==> config.mk <==
export PLATFORM = sky130hd
export DESIGN_NAME = signed_decimal_fixed_point_adder_core
export DESIGN_NICKNAME = d
export VERILOG_FILES = /design/src/rtl/core/sdfpa_pkg.sv /design/src/rtl/core/sdfpa_cfg_regs.sv /design/src/rtl/core/sdfpa_arith.sv /design/src/rtl/core/signed_decimal_fixed_point_adder_core.sv
export SDC_FILE = /design/constraint.sdc
export NUM_CORES = 1
export LEC_CHECK = 0
export BUFFER_PORTS_ARGS = -buffer_cell sky130_fd_sc_hd__buf_2
export CAP_MARGIN = 10
export CORE_MARGIN = 2
export CORE_UTILIZATION = 41
export CTS_CLUSTER_SIZE = 10
export DETAILED_ROUTE_END_ITERATION = 12
export PLACE_DENSITY = 0.69
export RECOVER_POWER = 100
export SLEW_MARGIN = 20
export SYNTH_ARGS = -nofsm -noshare
export SYNTH_HDL_FRONTEND = slang
export SYNTH_SLANG_ARGS = --single-unit
==> constraint.sdc <==
create_clock -name clk -period 10.5 [get_ports clk]
set_input_delay 0.525 -clock clk [delete_from_list [all_inputs] [get_ports clk]]
set_output_delay 0.525 -clock clk [all_outputs]
set_load 0.02 [all_outputs]
==> src/rtl/core/sdfpa_pkg.sv <==
// shared types and constants for the signed decimal fixed-point adder
package sdfpa_pkg;

    // width of every packed bcd field and the number of nibbles it holds
    localparam int FIELD_WIDTH  = 32;
    localparam int FIELD_DIGITS = FIELD_WIDTH / 4;

    typedef logic [FIELD_WIDTH-1:0] field_t;
    typedef logic [3:0]             digit_t;

    // configuration register indexes
    typedef logic [1:0] cfg_index_t;
    localparam cfg_index_t CFG_ADDEND_NEGATIVE   = 2'd0;
    localparam cfg_index_t CFG_ADDEND_INT_DIGITS = 2'd1;
    localparam cfg_index_t CFG_ADDEND_FRAC_DIGITS = 2'd2;

    // addend after reset: -123.456
    localparam logic   ADDEND_NEGATIVE_RST    = 1'b1;
    localparam field_t ADDEND_INT_DIGITS_RST  = 32'h0000_0123;
    localparam field_t ADDEND_FRAC_DIGITS_RST = 32'h4560_0000;

    // one signed decimal number: sign and packed bcd digits
    typedef struct packed {
        logic   negative;
        field_t int_digits;
        field_t frac_digits;
    } number_t;

    // one sum with its status flags
    typedef struct packed {
        logic   negative;
        field_t int_digits;
        field_t frac_digits;
        logic   overflow;
        logic   digit_error;
    } result_t;

endpackage

==> src/rtl/core/sdfpa_cfg_regs.sv <==
// addend configuration registers with index decode
module sdfpa_cfg_regs
(
    input  logic                  clk,
    input  logic                  rst_n,
    input  logic                  cfg_valid,
    input  sdfpa_pkg::cfg_index_t cfg_index,
    input  sdfpa_pkg::field_t     cfg_data,
    output sdfpa_pkg::number_t    addend
);
    import sdfpa_pkg::*;

    number_t addend_reg;
    number_t addend_next;

    // decode the write; an unknown index leaves the addend alone
    always_comb
    begin
        addend_next = addend_reg;
        if (cfg_valid)
        begin
            case (cfg_index)
                CFG_ADDEND_NEGATIVE:    addend_next.negative    = cfg_data[0];
                CFG_ADDEND_INT_DIGITS:  addend_next.int_digits  = cfg_data;
                CFG_ADDEND_FRAC_DIGITS: addend_next.frac_digits = cfg_data;
                default:                addend_next = addend_reg;
            endcase
        end
    end

    always_ff @(posedge clk or negedge rst_n)
    begin
        if (!rst_n)
        begin
            addend_reg.negative    <= ADDEND_NEGATIVE_RST;
            addend_reg.int_digits  <= ADDEND_INT_DIGITS_RST;
            addend_reg.frac_digits <= ADDEND_FRAC_DIGITS_RST;
        end
        else
        begin
            addend_reg <= addend_next;
        end
    end

    assign addend = addend_reg;

endmodule

==> src/rtl/core/sdfpa_arith.sv <==
// single-pass signed-magnitude bcd add and subtract with lookahead carries
module sdfpa_arith #(
    parameter int INT_DIGITS  = 8,
    parameter int FRAC_DIGITS = 8
)
(
    input  sdfpa_pkg::number_t operand,
    input  sdfpa_pkg::number_t addend,
    output sdfpa_pkg::result_t result
);
    import sdfpa_pkg::*;

    localparam int N         = INT_DIGITS + FRAC_DIGITS;
    localparam int INT_USED  = (INT_DIGITS < FIELD_DIGITS) ? INT_DIGITS : FIELD_DIGITS;
    localparam int FRAC_USED = (FRAC_DIGITS < FIELD_DIGITS) ? FRAC_DIGITS : FIELD_DIGITS;

    // carry into every digit and out of the top, from digit generate and propagate
    // bits, worked out by one binary add of (g | p) and g
    function automatic logic [N:0] lookahead(input logic [N-1:0] g, input logic [N-1:0] p);
        logic [N-1:0] x;
        logic [N:0]   s;
        logic [N:0]   c;
        x = g | p;
        s = {1'b0, x} + {1'b0, g};
        c = {s[N], s[N-1:0] ^ x ^ g};
        return c;
    endfunction

    digit_t [N-1:0] a_dig;
    digit_t [N-1:0] b_dig;
    digit_t [N-1:0] sum_dig;
    digit_t [N-1:0] dab_dig;
    digit_t [N-1:0] dba_dig;
    digit_t [N-1:0] res_dig;
    logic   [4:0]   pair_sum [N];
    logic   [N-1:0] add_g;
    logic   [N-1:0] add_p;
    logic   [N-1:0] ab_g;
    logic   [N-1:0] ba_g;
    logic   [N-1:0] eq_p;
    logic   [N:0]   add_c;
    logic   [N:0]   ab_c;
    logic   [N:0]   ba_c;
    logic           same_sign;
    logic           bad_digit;
    logic           is_zero;
    logic           sign_raw;

    // unpack both numbers into digits, least significant first
    always_comb
    begin
        a_dig = '0;
        b_dig = '0;
        for (int i = 0; i < FRAC_USED; i++)
        begin
            a_dig[i] = operand.frac_digits[4*i +: 4];
            b_dig[i] = addend.frac_digits[4*i +: 4];
        end
        for (int i = 0; i < INT_USED; i++)
        begin
            a_dig[FRAC_DIGITS + i] = operand.int_digits[4*i +: 4];
            b_dig[FRAC_DIGITS + i] = addend.int_digits[4*i +: 4];
        end
    end

    // nibble above nine in either number
    always_comb
    begin
        bad_digit = 1'b0;
        for (int i = 0; i < N; i++)
        begin
            if (a_dig[i] > 4'd9 || b_dig[i] > 4'd9)
            begin
                bad_digit = 1'b1;
            end
        end
    end

    // per-digit generate and propagate for the adder and both subtractors
    always_comb
    begin
        for (int i = 0; i < N; i++)
        begin
            pair_sum[i] = {1'b0, a_dig[i]} + {1'b0, b_dig[i]};
            add_g[i]    = (pair_sum[i] >= 5'd10);
            add_p[i]    = (pair_sum[i] == 5'd9);
            ab_g[i]     = (a_dig[i] < b_dig[i]);
            ba_g[i]     = (b_dig[i] < a_dig[i]);
            eq_p[i]     = (a_dig[i] == b_dig[i]);
        end
    end

    assign add_c = lookahead(add_g, add_p);
    assign ab_c  = lookahead(ab_g, eq_p);
    assign ba_c  = lookahead(ba_g, eq_p);

    // result digits with decimal correction, raw nibbles kept to four bits
    always_comb
    begin
        logic [4:0] t;
        for (int i = 0; i < N; i++)
        begin
            t = pair_sum[i] + {4'd0, add_c[i]};
            if (t >= 5'd10)
            begin
                t = t - 5'd10;
            end
            sum_dig[i] = t[3:0];

            t = {1'b0, a_dig[i]} - {1'b0, b_dig[i]} - {4'd0, ab_c[i]};
            if (t[4])
            begin
                t = t + 5'd10;
            end
            dab_dig[i] = t[3:0];

            t = {1'b0, b_dig[i]} - {1'b0, a_dig[i]} - {4'd0, ba_c[i]};
            if (t[4])
            begin
                t = t + 5'd10;
            end
            dba_dig[i] = t[3:0];
        end
    end

    // pick the path; a borrow out of a - b means the addend is larger
    assign same_sign = (operand.negative == addend.negative);

    always_comb
    begin
        if (same_sign)
        begin
            res_dig  = sum_dig;
            sign_raw = operand.negative;
        end
        else if (!ab_c[N])
        begin
            res_dig  = dab_dig;
            sign_raw = operand.negative;
        end
        else
        begin
            res_dig  = dba_dig;
            sign_raw = addend.negative;
        end
    end

    assign is_zero = (res_dig == '0);

    // pack the sum back into bcd fields
    always_comb
    begin
        result             = '0;
        result.negative    = sign_raw & ~is_zero;
        result.overflow    = same_sign & add_c[N];
        result.digit_error = bad_digit;
        for (int i = 0; i < FRAC_USED; i++)
        begin
            result.frac_digits[4*i +: 4] = res_dig[i];
        end
        for (int i = 0; i < INT_USED; i++)
        begin
            result.int_digits[4*i +: 4] = res_dig[FRAC_DIGITS + i];
        end
    end

endmodule

==> src/rtl/core/signed_decimal_fixed_point_adder_core.sv <==
// Signed decimal fixed-point adder: adds each incoming signed packed-bcd number to a
// configured signed addend (-123.456 after reset) and returns one sum per transaction.
// Throughput is one transaction per clock while out_ready stays high. An operand is held
// in the operand register and its sum in the result register; the whole decimal add or
// subtract is done combinationally between them, using lookahead carries over all digits.
// Equal signs add magnitudes and flag overflow (the sum wraps); unequal signs subtract the
// smaller magnitude. A zero sum is positive. Any nibble above nine sets digit_error.
// The addend registers are written through the cfg channel, which is always ready; write
// them only while no transaction is in flight.
module signed_decimal_fixed_point_adder_core #(
    parameter int INT_DIGITS  = 8,
    parameter int FRAC_DIGITS = 8
)
(
    input  logic                  clk,
    input  logic                  rst_n,
    // configuration channel
    input  logic                  cfg_valid,
    output logic                  cfg_ready,
    input  sdfpa_pkg::cfg_index_t cfg_index,
    input  sdfpa_pkg::field_t     cfg_data,
    // operand channel
    input  logic                  in_valid,
    output logic                  in_ready,
    input  logic                  operand_negative,
    input  sdfpa_pkg::field_t     operand_int_digits,
    input  sdfpa_pkg::field_t     operand_frac_digits,
    // result channel
    output logic                  out_valid,
    input  logic                  out_ready,
    output logic                  sum_negative,
    output sdfpa_pkg::field_t     sum_int_digits,
    output sdfpa_pkg::field_t     sum_frac_digits,
    output logic                  overflow,
    output logic                  digit_error
);
    import sdfpa_pkg::*;

    number_t addend;
    number_t operand_reg;
    number_t operand_next;
    result_t arith_result;
    result_t result_reg;
    result_t result_next;
    logic    op_valid_reg;
    logic    op_valid_next;
    logic    out_valid_reg;
    logic    out_valid_next;
    logic    in_xfer;
    logic    res_load;
    logic    op_advance;

    assign cfg_ready = 1'b1;

    sdfpa_cfg_regs u_cfg_regs
    (
        .clk       (clk),
        .rst_n     (rst_n),
        .cfg_valid (cfg_valid),
        .cfg_index (cfg_index),
        .cfg_data  (cfg_data),
        .addend    (addend)
    );

    sdfpa_arith #(
        .INT_DIGITS  (INT_DIGITS),
        .FRAC_DIGITS (FRAC_DIGITS)
    ) u_arith
    (
        .operand (operand_reg),
        .addend  (addend),
        .result  (arith_result)
    );

    // handshake: result register frees when empty or taken this cycle
    assign res_load   = !out_valid_reg || out_ready;
    assign op_advance = op_valid_reg && res_load;
    assign in_ready   = !op_valid_reg || res_load;
    assign in_xfer    = in_valid && in_ready;

    always_comb
    begin
        op_valid_next = op_valid_reg;
        if (in_xfer)
        begin
            op_valid_next = 1'b1;
        end
        else if (op_advance)
        begin
            op_valid_next = 1'b0;
        end

        out_valid_next = out_valid_reg;
        if (op_advance)
        begin
            out_valid_next = 1'b1;
        end
        else if (out_ready)
        begin
            out_valid_next = 1'b0;
        end
    end

    // payload next values
    always_comb
    begin
        operand_next = operand_reg;
        if (in_xfer)
        begin
            operand_next.negative    = operand_negative;
            operand_next.int_digits  = operand_int_digits;
            operand_next.frac_digits = operand_frac_digits;
        end
        result_next = op_advance ? arith_result : result_reg;
    end

    // control registers
    always_ff @(posedge clk or negedge rst_n)
    begin
        if (!rst_n)
        begin
            op_valid_reg  <= 1'b0;
            out_valid_reg <= 1'b0;
        end
        else
        begin
            op_valid_reg  <= op_valid_next;
            out_valid_reg <= out_valid_next;
        end
    end

    // payload registers
    always_ff @(posedge clk)
    begin
        operand_reg <= operand_next;
        result_reg  <= result_next;
    end

    assign out_valid       = out_valid_reg;
    assign sum_negative    = result_reg.negative;
    assign sum_int_digits  = result_reg.int_digits;
    assign sum_frac_digits = result_reg.frac_digits;
    assign overflow        = result_reg.overflow;
    assign digit_error     = result_reg.digit_error;

endmodule

==> flow_metrics.py, run 1 <==
metrics = {
    "synth": {
        "seq_area_frac_synth_pct": 24.47,
        "syn-num-nets": 3073,
        "yosys.cell_types.count": 86,
        "netlist_area_um2": 23100,
        "synth_area_leader_cell": "edfxtp_1",
        "synth_top_cell_area_share_pct": 17.16,
        "ys_top_cells_by_area": "edfxtp_1 (17%), ha_1 (17%), fa_1 (8.1%), xnor2_1 (7.3%), dfrtp_1 (6.2%)",
        "ys_ff_latch": 199,
        "synth_cells": 2563,
        "yosysWarnings": 0,
        "synth_edf_count": 132,
        "synth_ff_type": "edfxtp_1",
        "synthArstFlopShare_pct": 33.67,
        "synth_area_per_cell_um2": 9.015,
    },
    "status": {
        "violations": "max-capacitance violations, max-slew violations",
        "status": "finished, violations left",
    },
    "clock_network": {
        "insertion_delay_ps": 520,
        "htreeDepth": 4,
        "clkTransAtPathRegs_ps": 90,
        "cts_buffers": 17,
        "cts.sinks": 199,
        "post-cts-setup-buffers": 0,
        "cts_tree": "yes",
        "cts_root_buffer": "clkbuf_16",
        "clock_path_buffers": 2,
    },
    "final_layout": {
        "fin_util_pct": 45.27,
        "final_area_um2": 25380,
        "drive_gt1_share_pct": 9.426,
        "final_nets": 3234,
        "syn_to_final_growth_pct": 9.851,
    },
    "route": {
        "drt_iter0_drc": 1450,
        "vias": 19520,
        "routedWlPerCell_um": 20.05,
        "drt_pre_antenna_iters": 6,
        "wl_um": 70070,
        "via_per_inst": 5.584,
        "ant_nets": 0,
        "drc": 0,
    },
    "grt": {
        "antenna_found_initial": 2,
        "grt_pass1_wl_um": 106500,
        "grt_pass1_vias": 18550,
        "grt-ovfl-total": 0,
        "grt_start_max_net_pins": 60,
        "grtUsageTotal_pct": 24.31,
    },
    "sta": {
        "grt_setup_unrepaired": "no",
        "tightest_slew_ps": 3420,
        "hold_viol_final": 0,
        "setup_violations": 0,
        "maxSlewViolCount": 296,
        "setup_tns_ps": 0,
        "fmax_mhz": 125.9,
        "finalCritPeriodShare_pct": 75.67,
        "skew_ps": 23.90,
        "period_needed_ps": 7945,
        "relSlewSlack_pct": -128.0,
    },
    "power_and_ir_drop": {
        "p_int_mw": 3.309,
        "p_leak_nw": 10.88,
        "ir_drop_mv": 0.1649,
        "clkPwrFrac_pct": 11.6,
        "power.density_nw_per_um2": 257.4,
        "combPwrFrac_pct": 68.7,
        "power_frac_seq_pct": 19.7,
        "p_sw_mw": 3.225,
        "sw_frac_of_total_pct": 49.36,
    },
    "worst_setup_path": {
        "worstPathMaxFanout": 18,
        "crit_path_cell_trace": "inv_1 -> ha_1 -> fa_1 -> nor2_1 -> a21o_1 -> nor2_1 -> ha_1 -> o2111ai_1 -> o21ai_0 -> o311ai_0 -> a211oi_1 -> nor2_1 -> clkbuf_1 -> a311oi_1 -> or4_1 -> or4b_1 -> and4b_1 -> a32oi_1",
        "cp.required_ps": 10730,
        "crit_path_frequent_cell": "nor2_1",
        "start_kind": "flip-flop",
        "reg2reg_slack_ps": 2550,
        "max_stage_delay_ps": 1310,
        "crit_arrival_ps": 8170,
        "reg2regPathDepth": 18,
        "reg2reg_from": "u_cfg_regs.addend[6]",
        "timing.rr.end": "sum_negative",
        "slowest_stage": "nor2_1",
        "path_buf_inv": 2,
        "crit_family": "simple AND/OR/NAND/NOR gates",
        "worstSetupPathType": "reg2reg",
        "cp-end-kind": "flip-flop",
    },
    "floorplanning": {
        "pin_count": 174,
        "initial_core_util_pct": 41.21,
        "die_area_um2": 58270,
        "die_y_um": 241.4,
        "row_count": 87,
        "die_width_um": 241.4,
        "core_area_um2": 56060,
    },
    "place": {
        "placed_cell_area_um2": 24890,
        "post-dp-hpwl_um": 56590,
        "place_congestion": 0.9789,
        "port_buffers": 172,
    },
    "min_path": {
        "hold_class": "in2reg",
        "holdPathEnd": "operand_reg[38]",
        "min_path_cells": 1,
        "hp-start": "operand_int_digits[6]",
    },
    "run": {
        "max-cap-violations": 9,
    },
}
-- cells in the mapped netlist (25+ instances only) --
| cell type | n |
|---|---|
| nor3_1 | 29 |
| nand2b_1 | 45 |
| xnor2_1 | 192 |
| a31oi_1 | 25 |
| ha_1 | 313 |
| o21ai_0 | 130 |
| nand3_1 | 46 |
| clkbuf_1 | 30 |
| nor2_1 | 155 |
| xor2_1 | 32 |
| nand4_1 | 29 |
| dfrtp_1 | 57 |
| a21oi_1 | 174 |
| nand2_1 | 205 |
| inv_1 | 316 |
| fa_1 | 93 |
| mux2_2 | 81 |
| o221ai_1 | 46 |
| a211oi_1 | 34 |
| edfxtp_1 | 132 |
| nor2b_1 | 28 |
-- routing by layer --
| layer | up-vias | wire [µm] | track usage (%) | share of wire (%) |
|---|---|---|---|---|
| met5 | - | 0 | 0 | 0 |
| met4 | 0 | 3356 | 11.69 | 4.8 |
| met3 | 151 | 4005 | 4.284 | 5.7 |
| met2 | 602 | 32880 | 40.26 | 47 |
| met1 | 9396 | 29820 | 30.70 | 43 |
| li1 | 9367 | - | - | - |
-- cell usage in the layout (no fill, tap or decap), types with 46 or more instances in the layout --
cell type and n:
inv_1 316, ha_1 313, nand2_1 205, xnor2_1 191
a21oi_1 174, nor2_1 156, edfxtp_1 132, o21ai_0 131
buf_2 97, fa_1 93, clkbuf_1 85, mux2_2 79
dfrtp_1 57, nand3_1 46, o221ai_1 46
-- kinds of logic after synthesis --
logic type | count (synthesis) | synth area share [%]
multiplexers | 93 | 4.473
adder cells (fa/ha/maj) | 406 | 25.01
AND/OR/NAND/NOR | 668 | 14.38
other | 1 | 0.01623
flip-flops | 199 | 24.47
buffers and inverters | 369 | 6.168
XOR/XNOR | 225 | 8.589
AO/OA/AOI/OAI | 602 | 16.90
-- power groups by stage --
stage	clock, mW	combinational [mW]	sequential, mW
2_1_floorplan	0	3.14	1.38
3_3_place_gp	0	4.40	1.29
3_5_place_dp	0	4.46	1.30
4_1_cts	0.781	4.49	1.28
5_1_grt	0.806	4.95	1.31
6_report	0.761	4.49	1.28
-- through the flow --
step	hold WS, ps	worst slack [ps]	total power [mW]	std cells
after floorplan	229.4	4448	4.520	2563
final	176.9	2555	6.534	3495
after CTS	143.0	3123	6.548	3493
after global routing	153.0	2194	7.065	3493
after detailed placement	443.2	3157	5.756	3460
after global placement	448.6	3337	5.694	3460
-- repair_timing --
item	in CTS	in global routing
resized for setup	0	0
hold endpoints to repair	16	0
hold buffers	1	0
-- worst max path at each step --
stage                              end  depth (start not counted)                  from
after detailed placement  sum_negative                         31  u_cfg_regs.addend[1]
final                     sum_negative                         18  u_cfg_regs.addend[6]
after global placement    sum_negative                         31  u_cfg_regs.addend[1]
after global routing      sum_negative                         18  u_cfg_regs.addend[1]
after floorplan           sum_negative                         28  u_cfg_regs.addend[0]
after CTS                 sum_negative                         31  u_cfg_regs.addend[1]
-- cell type report --
| type | instances | area, µm² |
|---|---|---|
| Inverter | 320 | 1204 |
| Clock inverter | 13 | 201.4 |
| Antenna cell | 2 | 5.005 |
| Sequential cell | 199 | 5653 |
| Multi-Input combinational cell | 1995 | 16040 |
| Clock buffer | 19 | 454.2 |
| Tap cell | 756 | 945.9 |
| Timing Repair Buffer | 191 | 878.3 |
| Fill cell | 5415 | 30680 |
No activity file was read; power rests on OpenSTA's default activity.
==> run 2, diff against run 1 <==
==> constraint.sdc (replaced) <==
create_clock -name clk -period 7.58 [get_ports clk]
set_input_delay 0.379 -clock clk [delete_from_list [all_inputs] [get_ports clk]]
set_output_delay 0.379 -clock clk [all_outputs]
set_load 0.02 [all_outputs]
==> flow_metrics.py, run 2 (same netlist as run 1, synthesis figures left out) <==
metrics = {
    "status": {
        "status": "finished, violations left",
        "violations": "max-capacitance violations, max-slew violations",
    },
    "place": {
        "place_congestion": 0.9436,
        "placed_cell_area_um2": 24910,
        "post-place-ws_ps": 485.0,
        "post-dp-hpwl_um": 56380,
        "port_buffers": 172,
    },
    "sta": {
        "fmax_mhz": 141.0,
        "hold_viol_final": 0,
        "setup_ws_ps": 489.1,
        "relSlewSlack_pct": -129.2,
        "maxSlewViolCount": 235,
        "finalCritPeriodShare_pct": 93.55,
        "tightest_slew_ps": 3437,
        "setup_tns_ps": 0,
        "skew_ps": 24.27,
        "holdWs_ps": 31.69,
        "period_needed_ps": 7091,
        "setup_violations": 0,
    },
    "route": {
        "routedWlPerCell_um": 19.95,
        "drt_pre_antenna_iters": 6,
        "via_per_inst": 5.587,
        "drc": 0,
        "drt_iter0_drc": 1761,
        "vias": 19570,
        "ant_nets": 0,
        "wl_um": 69870,
    },
    "final_layout": {
        "final_nets": 3243,
        "layout.cells.most_common_list": "inv_1 (316), ha_1 (312), nand2_1 (205)",
        "drive_gt1_share_pct": 9.650,
        "syn_to_final_growth_pct": 10.08,
        "fin_util_pct": 45.37,
        "final_area_um2": 25430,
        "layout_commonest_cell": "inv_1",
    },
    "floorplanning": {
        "die_width_um": 241.4,
        "row_count": 87,
        "initial_core_util_pct": 41.21,
        "pin_count": 174,
        "die_area_um2": 58270,
        "core_area_um2": 56060,
        "die_y_um": 241.4,
    },
    "clock_network": {
        "cts_buffers": 17,
        "htreeDepth": 4,
        "clock_path_buffers": 2,
        "post-cts-setup-buffers": 0,
        "cts_root_buffer": "clkbuf_16",
        "insertion_delay_ps": 520,
        "cts.sinks": 199,
        "clkTransAtPathRegs_ps": 90,
        "cts_tree": "yes",
    },
    "power_and_ir_drop": {
        "ir_drop_mv": 0.2061,
        "p_leak_nw": 10.88,
        "power.density_nw_per_um2": 352.4,
    },
    "worst_setup_path": {
        "start_kind": "flip-flop",
        "reg2reg_from": "u_cfg_regs.addend[1]",
        "crit_arrival_ps": 7350,
        "worstSetupPathType": "reg2reg",
        "path_buf_inv": 2,
        "max_stage_delay_ps": 500,
        "reg2reg_slack_ps": 490,
        "timing.rr.end": "sum_negative",
        "cp.required_ps": 7840,
        "crit_family": "compound AO/OA/AOI/OAI gates",
        "reg2regPathDepth": 29,
        "cp-end-kind": "flip-flop",
        "worstPathMaxFanout": 7,
        "slowest_stage": "dfrtp_1",
    },
    "min_path": {
        "hold_class": "in2reg",
        "holdPathEnd": "operand_reg[2]",
        "hp-start": "operand_frac_digits[2]",
        "min_path_cells": 1,
    },
    "grt": {
        "met3_usage_pct": 5.732,
        "antenna_found_initial": 4,
        "grt_pass1_wl_um": 106400,
        "grt_use_met2_pct": 39.44,
        "grt-ovfl-total": 0,
        "grt_pass1_vias": 18700,
        "use_met1_pct": 29.49,
        "grtUsageTotal_pct": 24.25,
        "grt_busiest_layer": "met2",
        "grt_start_max_net_pins": 57,
    },
    "run": {
        "max-cap-violations": 7,
    },
}
run 2: layout make-up:
class                      instances  area, µm²
antenna                            1      2.502
clock buffer                      17      425.4
clock inverter                    15      155.1
fill                            5452      30630
inverter                         320       1204
multi-input combinational       1995      16090
sequential                       199       5653
tap                              756      945.9
timing repair buffer             200      962.2
run 2: worst max-delay path by stage:
stage / depth (start not counted) / to / start
after global placement: 29 / sum_negative / u_cfg_regs.addend[1]
after floorplan: 28 / sum_negative / u_cfg_regs.addend[0]
after detailed placement: 29 / sum_negative / operand_reg[2]
after CTS: 30 / sum_negative / u_cfg_regs.addend[0]
final: 29 / sum_negative / u_cfg_regs.addend[1]
after global routing: 30 / sum_negative / u_cfg_regs.addend[0]
run 2: per-stage QoR:
stage,total power [mW],std cells
finish,8.964,3503
CTS,8.962,3502
global route,9.707,3502
floorplan,6.261,2563
detailed placement,7.958,3463
global placement,7.894,3463
run 2: power by group:
part	leakage, nW	internal (mW)	switching, mW
combinational	8.56	2.51	3.72
clock	0.274	0.440	0.519
sequential	2.04	1.53	0.244
total	10.9	4.48	4.48
run 2: repair_timing:
| action | 4_1_cts | 5_1_grt |
|---|---|---|
| resized for setup | 0 | 3 |
| endpoints found under the hold margin | 23 | 0 |
| endpoints found under the setup margin | 0 | 1 |
| hold buffers | 7 | 0 |
run 2: worst register-to-register path: cells and delay by family (launching register included):
| family | cells | cell delay [ps] |
|---|---|---|
| fa+ha+maj | 5 | 1710 |
| compound gates | 16 | 3010 |
| buf+inv | 2 | 270 |
| simple gates | 6 | 1330 |
| flops | 1 | 500 |
run 2: metal layers:
layer  wire [µm]  vias to the layer above  share of wire (%)
met4        4012                        4                5.7
met5          27                        -              0.039
met2       32030                      687                 46
met3        4957                      174                7.1
li1            -                     9371                  -
met1       28850                     9334                 41
